`src/design/tlpc_pkg.sv`:
```
// Shared types and constants for the pedestrian traffic light controller.
`default_nettype none

package tlpc_pkg;

  localparam int unsigned TICKS_PER_SECOND = 10;
  localparam int unsigned CNT_W = 4;
  localparam logic [CNT_W-1:0] SUBTICK_LAST = CNT_W'(TICKS_PER_SECOND - 1);
  localparam logic [CNT_W-1:0] SINCE_MAX = '1;

  localparam int unsigned CFG_IDX_W = 3;
  localparam int unsigned CFG_DATA_W = 4;

  typedef enum logic [3:0] {
    PH_RED          = 4'd0,
    PH_GREEN        = 4'd1,
    PH_YELLOW       = 4'd2,
    PH_CROSS_YELLOW = 4'd3,
    PH_CROSS_RED    = 4'd4,
    PH_BEEP         = 4'd5,
    PH_END          = 4'd6,
    PH_POST_GREEN   = 4'd7,
    PH_WAIT         = 4'd8
  } phase_e;

  typedef enum logic [CFG_IDX_W-1:0] {
    CFG_RED      = 3'd0,
    CFG_GREEN    = 3'd1,
    CFG_YELLOW   = 3'd2,
    CFG_WAIT     = 3'd3,
    CFG_WALK     = 3'd4,
    CFG_BEEP     = 3'd5,
    CFG_END      = 3'd6,
    CFG_DEBOUNCE = 3'd7
  } cfg_idx_e;

  typedef struct packed {
    logic [CNT_W-1:0] red_s;
    logic [CNT_W-1:0] green_s;
    logic [CNT_W-1:0] yellow_s;
    logic [CNT_W-1:0] wait_s;
    logic [CNT_W-1:0] walk_s;
    logic [CNT_W-1:0] beep_s;
    logic [CNT_W-1:0] end_s;
    logic [CNT_W-1:0] debounce;
  } cfg_t;

  localparam cfg_t CFG_RESET = '{
    red_s:    4'd10,
    green_s:  4'd10,
    yellow_s: 4'd3,
    wait_s:   4'd2,
    walk_s:   4'd5,
    beep_s:   4'd5,
    end_s:    4'd2,
    debounce: 4'd3
  };

  typedef struct packed {
    phase_e           phase;
    logic [CNT_W-1:0] countdown;
    logic [CNT_W-1:0] subtick;
    logic [CNT_W-1:0] since_press;
    logic             await_rel;
    logic             lamp_red;
    logic             lamp_green;
    logic             buzzer;
  } state_t;

  localparam state_t STATE_RESET = '{
    phase:       PH_RED,
    countdown:   CFG_RESET.red_s,
    subtick:     4'd0,
    since_press: SINCE_MAX,
    await_rel:   1'b0,
    lamp_red:    1'b1,
    lamp_green:  1'b0,
    buzzer:      1'b0
  };

endpackage

`default_nettype wire

```
`src/design/tlpc_in_if.sv`:
```
// Input channel carrying one tick item with the pedestrian button level.
`default_nettype none

interface tlpc_in_if;
  logic valid;
  logic ready;
  logic button_pressed;

  modport source (output valid, output button_pressed, input ready);
  modport sink (input valid, input button_pressed, output ready);
endinterface

`default_nettype wire

```
`src/design/tlpc_out_if.sv`:
```
// Output channel carrying one result item per tick.
`default_nettype none

interface tlpc_out_if;
  logic       valid;
  logic       ready;
  logic       red_on;
  logic       green_on;
  logic       buzzer_on;
  logic [3:0] phase;
  logic [3:0] seconds_left;
  logic       second_elapsed;

  modport source (output valid, output red_on, output green_on, output buzzer_on,
                  output phase, output seconds_left, output second_elapsed,
                  input ready);
  modport sink (input valid, input red_on, input green_on, input buzzer_on,
                input phase, input seconds_left, input second_elapsed,
                output ready);
endinterface

`default_nettype wire

```
`src/design/tlpc_step.sv`:
```
// Next-state logic for one tick: debounce, divider and phase sequencing.
`default_nettype none

module tlpc_step (
  input  tlpc_pkg::state_t cur_i,
  input  tlpc_pkg::cfg_t   cfg_i,
  input  logic             pressed_i,
  output tlpc_pkg::state_t nxt_o,
  output logic             fired_o
);

  logic [tlpc_pkg::CNT_W-1:0] since_inc;
  logic                       press_ok;
  logic                       honoured;
  tlpc_pkg::state_t           dbn;
  tlpc_pkg::state_t           sec;

  always_comb begin
    since_inc = (cur_i.since_press != tlpc_pkg::SINCE_MAX) ?
                cur_i.since_press + 1'b1 : cur_i.since_press;
    press_ok  = pressed_i && !cur_i.await_rel && (since_inc >= cfg_i.debounce);
    honoured  = press_ok && (cur_i.phase == tlpc_pkg::PH_RED ||
                             cur_i.phase == tlpc_pkg::PH_GREEN ||
                             cur_i.phase == tlpc_pkg::PH_YELLOW);

    dbn             = cur_i;
    dbn.since_press = press_ok ? '0 : since_inc;
    dbn.await_rel   = pressed_i && (press_ok || cur_i.await_rel);
  end

  // One-second step on the debounced state
  always_comb begin
    sec = dbn;
    if (dbn.phase == tlpc_pkg::PH_BEEP) begin
      sec.buzzer = dbn.countdown[0];
    end
    if (dbn.countdown != '0) begin
      if (dbn.phase > tlpc_pkg::PH_WAIT) begin
        sec.phase      = tlpc_pkg::PH_RED;
        sec.countdown  = cfg_i.red_s;
        sec.lamp_red   = 1'b1;
        sec.lamp_green = 1'b0;
      end else begin
        sec.countdown = dbn.countdown - 1'b1;
      end
    end else begin
      unique case (dbn.phase)
        tlpc_pkg::PH_RED: begin
          sec.phase      = tlpc_pkg::PH_GREEN;
          sec.countdown  = cfg_i.green_s;
          sec.lamp_red   = 1'b0;
          sec.lamp_green = 1'b1;
        end
        tlpc_pkg::PH_GREEN: begin
          sec.phase      = tlpc_pkg::PH_YELLOW;
          sec.countdown  = cfg_i.yellow_s;
          sec.lamp_red   = 1'b1;
          sec.lamp_green = 1'b1;
        end
        tlpc_pkg::PH_WAIT: begin
          sec.phase      = tlpc_pkg::PH_CROSS_YELLOW;
          sec.countdown  = cfg_i.yellow_s;
          sec.lamp_red   = 1'b1;
          sec.lamp_green = 1'b1;
        end
        tlpc_pkg::PH_CROSS_YELLOW: begin
          sec.phase      = tlpc_pkg::PH_CROSS_RED;
          sec.countdown  = cfg_i.walk_s;
          sec.lamp_red   = 1'b1;
          sec.lamp_green = 1'b0;
        end
        tlpc_pkg::PH_CROSS_RED: begin
          sec.phase     = tlpc_pkg::PH_BEEP;
          sec.countdown = cfg_i.beep_s;
        end
        tlpc_pkg::PH_BEEP: begin
          sec.buzzer    = 1'b0;
          sec.phase     = tlpc_pkg::PH_END;
          sec.countdown = cfg_i.end_s;
        end
        tlpc_pkg::PH_END: begin
          sec.phase      = tlpc_pkg::PH_POST_GREEN;
          sec.countdown  = cfg_i.green_s;
          sec.lamp_red   = 1'b0;
          sec.lamp_green = 1'b1;
        end
        default: begin
          // yellow, post-crossing green and unused codes return to red
          sec.phase      = tlpc_pkg::PH_RED;
          sec.countdown  = cfg_i.red_s;
          sec.lamp_red   = 1'b1;
          sec.lamp_green = 1'b0;
        end
      endcase
    end
  end

  always_comb begin
    nxt_o   = dbn;
    fired_o = 1'b0;
    if (honoured) begin
      nxt_o.phase     = tlpc_pkg::PH_WAIT;
      nxt_o.countdown = cfg_i.wait_s;
      nxt_o.subtick   = '0;
    end else if (dbn.subtick >= tlpc_pkg::SUBTICK_LAST) begin
      nxt_o         = sec;
      nxt_o.subtick = '0;
      fired_o       = 1'b1;
    end else begin
      nxt_o.subtick = dbn.subtick + 1'b1;
    end
  end

endmodule

`default_nettype wire

```
`src/design/traffic_light_pedestrian_controller_top.sv`:
```
// Top level of the pedestrian traffic light controller.
// Each input item is one 100 ms tick carrying the combined button level; each
// tick yields one result item with the lamp and buzzer drives, the phase, the
// remaining seconds and a flag for a completed one-second step. One item is
// accepted every clock cycle while results are taken; an accepted tick sits in
// the input register until the result register is free, then the combinational
// next-state logic feeds the result register, which presents its result. A
// result that waits holds the input side only once both registers are full.
// Configuration writes take effect at once and are meant for idle periods.
`default_nettype none

module traffic_light_pedestrian_controller_top (
  input  logic                              clk_i,
  input  logic                              rst_ni,
  input  logic                              cfg_we_i,
  input  logic [tlpc_pkg::CFG_IDX_W-1:0]    cfg_idx_i,
  input  logic [tlpc_pkg::CFG_DATA_W-1:0]   cfg_wdata_i,
  tlpc_in_if.sink                           in_ch_i,
  tlpc_out_if.source                        out_ch_o
);

  tlpc_pkg::cfg_t   cfg_q;
  tlpc_pkg::state_t state_q;
  tlpc_pkg::state_t state_d;
  logic             fired;
  logic             in_valid_q;
  logic             in_btn_q;
  logic             out_valid_q;
  logic             fired_q;
  logic             advance;

  assign advance       = in_valid_q && (!out_valid_q || out_ch_o.ready);
  assign in_ch_i.ready = !in_valid_q || advance;

  always_ff @(posedge clk_i or negedge rst_ni) begin
    if (!rst_ni) begin
      cfg_q <= tlpc_pkg::CFG_RESET;
    end else if (cfg_we_i) begin
      unique case (tlpc_pkg::cfg_idx_e'(cfg_idx_i))
        tlpc_pkg::CFG_RED:      cfg_q.red_s    <= cfg_wdata_i;
        tlpc_pkg::CFG_GREEN:    cfg_q.green_s  <= cfg_wdata_i;
        tlpc_pkg::CFG_YELLOW:   cfg_q.yellow_s <= cfg_wdata_i;
        tlpc_pkg::CFG_WAIT:     cfg_q.wait_s   <= cfg_wdata_i;
        tlpc_pkg::CFG_WALK:     cfg_q.walk_s   <= cfg_wdata_i;
        tlpc_pkg::CFG_BEEP:     cfg_q.beep_s   <= cfg_wdata_i;
        tlpc_pkg::CFG_END:      cfg_q.end_s    <= cfg_wdata_i;
        tlpc_pkg::CFG_DEBOUNCE: cfg_q.debounce <= cfg_wdata_i;
        default: ;
      endcase
    end
  end

  tlpc_step u_step (
    .cur_i     (state_q),
    .cfg_i     (cfg_q),
    .pressed_i (in_btn_q),
    .nxt_o     (state_d),
    .fired_o   (fired)
  );

  // Input register: take a new item whenever the stage is empty or moving on
  always_ff @(posedge clk_i or negedge rst_ni) begin
    if (!rst_ni) begin
      in_valid_q <= 1'b0;
    end else if (in_ch_i.ready) begin
      in_valid_q <= in_ch_i.valid;
    end
  end

  always_ff @(posedge clk_i) begin
    if (in_ch_i.ready && in_ch_i.valid) begin
      in_btn_q <= in_ch_i.button_pressed;
    end
  end

  always_ff @(posedge clk_i or negedge rst_ni) begin
    if (!rst_ni) begin
      state_q <= tlpc_pkg::STATE_RESET;
    end else if (advance) begin
      state_q <= state_d;
    end
  end

  always_ff @(posedge clk_i or negedge rst_ni) begin
    if (!rst_ni) begin
      out_valid_q <= 1'b0;
    end else if (advance) begin
      out_valid_q <= 1'b1;
    end else if (out_ch_o.ready) begin
      out_valid_q <= 1'b0;
    end
  end

  always_ff @(posedge clk_i) begin
    if (advance) begin
      fired_q <= fired;
    end
  end

  // The result fields mirror the committed state of the last item
  assign out_ch_o.valid          = out_valid_q;
  assign out_ch_o.red_on         = state_q.lamp_red;
  assign out_ch_o.green_on       = state_q.lamp_green;
  assign out_ch_o.buzzer_on      = state_q.buzzer;
  assign out_ch_o.phase          = 4'(state_q.phase);
  assign out_ch_o.seconds_left   = state_q.countdown;
  assign out_ch_o.second_elapsed = fired_q;

  a_adv_fills_out: assert property (@(posedge clk_i) disable iff (!rst_ni)
    advance |=> out_valid_q)
    else $error("result register not filled after stage advance");

  a_red_lamps: assert property (@(posedge clk_i) disable iff (!rst_ni)
    (state_q.phase == tlpc_pkg::PH_RED || state_q.phase == tlpc_pkg::PH_CROSS_RED ||
     state_q.phase == tlpc_pkg::PH_BEEP || state_q.phase == tlpc_pkg::PH_END)
    |-> (state_q.lamp_red && !state_q.lamp_green))
    else $error("lamps disagree with a red phase");

  a_green_lamps: assert property (@(posedge clk_i) disable iff (!rst_ni)
    (state_q.phase == tlpc_pkg::PH_GREEN || state_q.phase == tlpc_pkg::PH_POST_GREEN)
    |-> (!state_q.lamp_red && state_q.lamp_green))
    else $error("lamps disagree with a green phase");

  a_buzzer_beep: assert property (@(posedge clk_i) disable iff (!rst_ni)
    state_q.buzzer |-> (state_q.phase == tlpc_pkg::PH_BEEP))
    else $error("buzzer on outside the beeping phase");

  a_press_latched: assert property (@(posedge clk_i) disable iff (!rst_ni)
    (state_q.since_press == '0) |-> state_q.await_rel)
    else $error("accepted press without release wait");

endmodule

`default_nettype wire

```
`src/flat_wrapper.sv`:
```
// flat-port wrapper written by rule: the top's interface ports become plain ports
module traffic_light_pedestrian_controller_top_flat 
  (clk_i, rst_ni, cfg_we_i, cfg_idx_i, cfg_wdata_i, in_ch_i_valid, in_ch_i_button_pressed, in_ch_i_ready, out_ch_o_valid, out_ch_o_red_on, out_ch_o_green_on, out_ch_o_buzzer_on, out_ch_o_phase, out_ch_o_seconds_left, out_ch_o_second_elapsed, out_ch_o_ready);
  tlpc_in_if in_ch_i_i ();
  tlpc_out_if out_ch_o_i ();
  input  logic clk_i;
  input  logic rst_ni;
  input  logic cfg_we_i;
  input  logic [tlpc_pkg::CFG_IDX_W-1:0] cfg_idx_i;
  input  logic [tlpc_pkg::CFG_DATA_W-1:0] cfg_wdata_i;
  input wire logic [$bits(in_ch_i_i.valid)-1:0] in_ch_i_valid;
  input wire logic [$bits(in_ch_i_i.button_pressed)-1:0] in_ch_i_button_pressed;
  output wire logic [$bits(in_ch_i_i.ready)-1:0] in_ch_i_ready;
  output wire logic [$bits(out_ch_o_i.valid)-1:0] out_ch_o_valid;
  output wire logic [$bits(out_ch_o_i.red_on)-1:0] out_ch_o_red_on;
  output wire logic [$bits(out_ch_o_i.green_on)-1:0] out_ch_o_green_on;
  output wire logic [$bits(out_ch_o_i.buzzer_on)-1:0] out_ch_o_buzzer_on;
  output wire logic [$bits(out_ch_o_i.phase)-1:0] out_ch_o_phase;
  output wire logic [$bits(out_ch_o_i.seconds_left)-1:0] out_ch_o_seconds_left;
  output wire logic [$bits(out_ch_o_i.second_elapsed)-1:0] out_ch_o_second_elapsed;
  input wire logic [$bits(out_ch_o_i.ready)-1:0] out_ch_o_ready;
  assign in_ch_i_i.valid = in_ch_i_valid;
  assign in_ch_i_i.button_pressed = in_ch_i_button_pressed;
  assign in_ch_i_ready = in_ch_i_i.ready;
  assign out_ch_o_valid = out_ch_o_i.valid;
  assign out_ch_o_red_on = out_ch_o_i.red_on;
  assign out_ch_o_green_on = out_ch_o_i.green_on;
  assign out_ch_o_buzzer_on = out_ch_o_i.buzzer_on;
  assign out_ch_o_phase = out_ch_o_i.phase;
  assign out_ch_o_seconds_left = out_ch_o_i.seconds_left;
  assign out_ch_o_second_elapsed = out_ch_o_i.second_elapsed;
  assign out_ch_o_i.ready = out_ch_o_ready;
  traffic_light_pedestrian_controller_top u_core (.clk_i(clk_i), .rst_ni(rst_ni), .cfg_we_i(cfg_we_i), .cfg_idx_i(cfg_idx_i), .cfg_wdata_i(cfg_wdata_i), .in_ch_i(in_ch_i_i), .out_ch_o(out_ch_o_i));
endmodule
```
`config.mk`:
```
export PLATFORM = sky130hd
export DESIGN_NAME = traffic_light_pedestrian_controller_top_flat
export DESIGN_NICKNAME = d
export VERILOG_FILES = /design/src/design/tlpc_pkg.sv /design/src/design/tlpc_in_if.sv /design/src/design/tlpc_out_if.sv /design/src/design/tlpc_step.sv /design/src/design/traffic_light_pedestrian_controller_top.sv /design/src/flat_wrapper.sv
export SDC_FILE = /design/constraint.sdc
export NUM_CORES = 1
export LEC_CHECK = 0
export ABC_CLOCK_PERIOD_IN_PS = 4850
export BUFFER_PORTS_ARGS = -buffer_cell sky130_fd_sc_hd__buf_2
export CORE_UTILIZATION = 30
export DETAILED_ROUTE_END_ITERATION = 10
export GPL_TIMING_DRIVEN = 0
export PLACE_DENSITY = 0.49
export SETUP_SLACK_MARGIN = 0.02
export SLEW_MARGIN = 25
export SYNTH_ARGS = -nofsm -noshare
export SYNTH_HDL_FRONTEND = slang
export SYNTH_SLANG_ARGS = --single-unit
```
`constraint.sdc`:
```
create_clock -name clk_i -period 4.85 [get_ports clk_i]
set_clock_uncertainty 0.2 [all_clocks]
set_input_delay 0.7275 -clock clk_i [delete_from_list [all_inputs] [get_ports clk_i]]
set_output_delay 0.7275 -clock clk_i [all_outputs]
set_load 0.01 [all_outputs]
```
==> summary.md <==
| Metric | Value |
|---|---|
| Run status | completed |
| Initial antenna violation count | 0 |
| Time the worst path needs with I/O delays and setup | 3172 ps |
| Setup slack of the critical path after layout | 1678 ps |
| WL/cell | approximately 15 um |
| Mapped Nets | 320 |
| Count of flip-flops with a built-in enable after synthesis | 2 |
| Leakage dissipation | between 0.001 and 0.0015 uW |
| Total power density per cell area | 509.4 nW/um2 |
| Unrepaired setup endpoints after global routing | no |
| Number of DRC violations after detailed-routing iteration 0 | between 150 and 200 |
| Switching Fraction | 38.66% |
| Area growth from synthesis to final layout | 12.17% |
| WP data arrival | approximately 3200 ps |
| Arithmetic-cell share of the synthesized area counting full adders, half adders and majority gates | 3.603% |
| First-pass GRT wire length | 12080 um |
| Worst Path Class, Setup | flip-flop to flip-flop |
| Area of the die | 10830 um2 |
| Max Clk Rate | 315.2 MHz |
| Clock insertion delay at the later pin of the skew report | roughly 300 ps |
| Top-level I/O count | 27 |
| Post-route setup TNS | 0 ps |
| First-pass DRT Iterations | 4 |
| Number of violations of the max-capacitance limit | 0 |
| Via Count | ~2300 |
| Switching Power | 690.5 uW |
| Share of the synthesized area in compound gates (AO/OA/AOI/OAI) | 14.49% |
| Share of the cycle needed by the critical path after routing | 65.40% |
| Placed wire-length estimate after detailed placement | 5236 um |
| Cell row count | 36 |
| Number of global-route vias before repair | 2331 |
| Post-CTS sizing | 0 |
| Proportion of register bits with asynchronous set or reset after synthesis | 96.43% |
| Count of yosys warnings during synthesis | 0 |
| Residual DRC | 0 |
| Sequential share of the synthesized area | 46.00% |
| Post-Place Cells | around 460 |
| Effective utilization at floorplan | 31.40% |
| Final Routed Wirelength | 6956 um |
| Combinational power share | about 44% |
| Design Power | 1786 uW |
| CTS sink count | 56 |
| Routed vias/inst | around 5 |
| Share of layout cells above drive strength 1 | 33.43% |
| Clk buf depth | 2 |
| Post-synth top area share | about a quarter |
| Number of hold-repair buffers added at the cts stage | 0 |
| Die boundary height | 104.1 um |
| Relative contribution of sequential cells to total power | 41.8% |
| Combinational family with the most area after synthesis | simple AND/OR/NAND/NOR gates |
| Number of clock buffers inserted by TritonCTS | 5 |
| Post-CTS repair timing setup buffer count | 0 |
| Data required time of the critical path | roughly 4900 ps |
| CTS clk-pin slew, worst paths | ~100 ps |
| Number of endpoints failing setup at the final stage | 0 |
| Final non-filler cell total | 465 |
| Max VDD drop | between 0.00015 and 0.0002 V |
| Most used flip-flop cell after synthesis | sky130_fd_sc_hd__dfrtp_1 |
| NumNets Final | 353 |
| Worst min-delay path category | input pin to async pin |
| Flop2flop setup slack | 1680 ps |
| Level count of the clock H-tree | 2 |
| Slew Viols, Final | 0 |
| Core Box Area | 9955 um2 |
| CTS tree | yes |
| Chip width | 104.1 um |
| Largest net degree at the start of global routing | 55 |
| Synth area leaders | sky130_fd_sc_hd__dfrtp_1 (26%), sky130_fd_sc_hd__dfstp_2 (18%), sky130_fd_sc_hd__mux2_2 (12%) |
| Post-DRT Antenna Nets | 0 |
| Gr ovfl total | 0 |
| Average instance area after synthesis | around 10 um2 |
| Count of buffers from port buffering | 26 |
| CTS root buffer | sky130_fd_sc_hd__clkbuf_8 |
| Slew Limit Headroom | 53.52% |
| Final weighted congestion of routability-driven global placement | 0.8400 |
| Highest fanout seen on the critical path | 6 |
| Most common cell after layout, fill and taps aside | sky130_fd_sc_hd__buf_2 |
| Total routing usage reported by global routing | around 14% |
| Area share of xor/xnor cells in the synthesized design | 1.401% |
| Commonest cells after routing, fill and taps aside | sky130_fd_sc_hd__buf_2 (34), sky130_fd_sc_hd__mux2_2 (33), sky130_fd_sc_hd__dfrtp_1 (33) |
| Pre-CTS setup slack | roughly 1700 ps |
| Type of element launching the critical path | flip-flop |
| Synthesized netlist cell count | 298 |
| Total of flip-flops plus latches after synthesis | 56 |
| Final Hold Vio Count | 0 |
| Crit path capture type | flip-flop |
| Multiplexer share of the synthesized area | 13.49% |
| Post-synthesis instance area | 3125 um2 |
| Actual slew at the worst max-slew pin | 697.3 ps |
| Area leader, netlist | sky130_fd_sc_hd__dfrtp_1 |
| Antenna diode count | 0 |
| Simple logic cell fraction of the synthesized area | 15.61% |
| Internal power | ~1100 uW |
| Yosys cell types | 52 |
| Clock Power Share | 14.2% |
registers in the layout, summed over array words and instances (netlist names):
register,flops
u_core.out_ch_o.valid,1
u_core.cfg_q,32
u_core.out_ch_o.seconds_left,4
u_core.out_ch_o.phase,4
u_core.out_ch_o.second_elapsed,1
u_core.in_valid_q,1
u_core.out_ch_o.buzzer_on,1
u_core.out_ch_o.green_on,1
u_core.in_btn_q,1
u_core.out_ch_o.red_on,1
u_core.state_q,9
synthesized netlist by cell type, types with 3 or more instances:
master and instances:
sky130_fd_sc_hd__dfrtp_1 33, sky130_fd_sc_hd__mux2_2 33, sky130_fd_sc_hd__dfstp_2 21, sky130_fd_sc_hd__nand2_1 20, sky130_fd_sc_hd__nor2_1 18, sky130_fd_sc_hd__inv_1 13, sky130_fd_sc_hd__nand3_1 11, sky130_fd_sc_hd__a21oi_1 10
sky130_fd_sc_hd__buf_2 9, sky130_fd_sc_hd__ha_1 9, sky130_fd_sc_hd__buf_4 8, sky130_fd_sc_hd__nand2b_1 8, sky130_fd_sc_hd__nor3_1 8, sky130_fd_sc_hd__a31oi_1 7, sky130_fd_sc_hd__o21ai_0 7, sky130_fd_sc_hd__o21ai_1 6
sky130_fd_sc_hd__o31ai_1 6, sky130_fd_sc_hd__a211oi_1 5, sky130_fd_sc_hd__mux2i_1 5, sky130_fd_sc_hd__nand4_1 5, sky130_fd_sc_hd__a21o_1 4, sky130_fd_sc_hd__nand4b_1 4, sky130_fd_sc_hd__nor3b_1 4, sky130_fd_sc_hd__xnor2_1 4
sky130_fd_sc_hd__o22ai_1 3
metal layers:
layer | part of all wire [%] | wire [um] | up-vias | GRT usage [%]
met5 | 0 | 0 | - | 0
met4 | 0.49 | 34 | 0 | 1.531
met3 | 3.6 | 248 | 4 | 2.193
met2 | 45 | 3148 | 43 | 21.86
met1 | 51 | 3524 | 1144 | 19.87
li1 | - | - | 1140 | -
power by group through the flow:
stage               logic (uW)  clock network, uW  registers (uW)
CTS                        799                263             750
global route               894                281             771
floorplan                  613                  0             722
finish                     786                253             747
detailed placement         795                  0             758
global placement           793                  0             754
metrics by stage:
step	hold WS (ps)	area (um2)	utilization, %
2_1_floorplan	231.9	3126	-
3_3_place_gp	264.2	3422	34.38
3_5_place_dp	272.4	3425	34.40
4_1_cts	292.9	3506	35.22
5_1_grt	312.8	3506	35.22
6_report	261.8	3506	35.22
worst max-delay path, stage by stage (launching register included):
cell and delay [ps]:
sky130_fd_sc_hd__dfstp_2 580, sky130_fd_sc_hd__ha_1 220, sky130_fd_sc_hd__nand3_1 140, sky130_fd_sc_hd__xnor2_1 240
sky130_fd_sc_hd__ha_1 270, sky130_fd_sc_hd__nand2b_1 140, sky130_fd_sc_hd__a2111o_1 480, sky130_fd_sc_hd__and3_1 180
sky130_fd_sc_hd__clkbuf_1 190, sky130_fd_sc_hd__o21ai_1 290, sky130_fd_sc_hd__o21ai_1 110, sky130_fd_sc_hd__o31ai_1 70
cells by family after synthesis:
| family | count (synthesis) |
|---|---|
| and+or+nand+nor | 91 |
| buffers and inverters | 34 |
| adders and majority gates | 9 |
| DFF | 56 |
| AOI/OAI and AO/OA | 65 |
| xor gates and xnor gates | 5 |
| muxes | 38 |
worst paths after layout:
path                                                from                                           to  cells after the start
setup reg to reg           u_core.state_q[4]$_DFFE_PN1P_         u_core.out_ch_o.phase[1]$_DFFE_PN0P_                     11
setup / recovery           u_core.state_q[4]$_DFFE_PN1P_         u_core.out_ch_o.phase[1]$_DFFE_PN0P_                     11
hold / removal                                    rst_ni         u_core.out_ch_o.phase[0]$_DFFE_PN0P_                      1
max in group asynchronous                         rst_ni  u_core.out_ch_o.seconds_left[0]$_DFFE_PN0P_                      1
min in group clk_i         u_core.state_q[3]$_DFFE_PN0P_                u_core.state_q[3]$_DFFE_PN0P_                      1
hold reg to reg            u_core.state_q[3]$_DFFE_PN0P_                u_core.state_q[3]$_DFFE_PN0P_                      1
final cells by class:
| cell class | instances | area (um2) |
|---|---|---|
| fillers | 1025 | 6449 |
| multi-input cells | 208 | 1519 |
| flip-flops and latches | 56 | 1438 |
| well taps | 133 | 166.4 |
| repair buffers | 26 | 132.6 |
| plain buffers | 20 | 116.4 |
| clock buffers | 7 | 76.32 |
| inverters | 14 | 52.55 |
| clock inverters | 1 | 5.005 |
No activity file was read; power rests on OpenSTA's default activity.
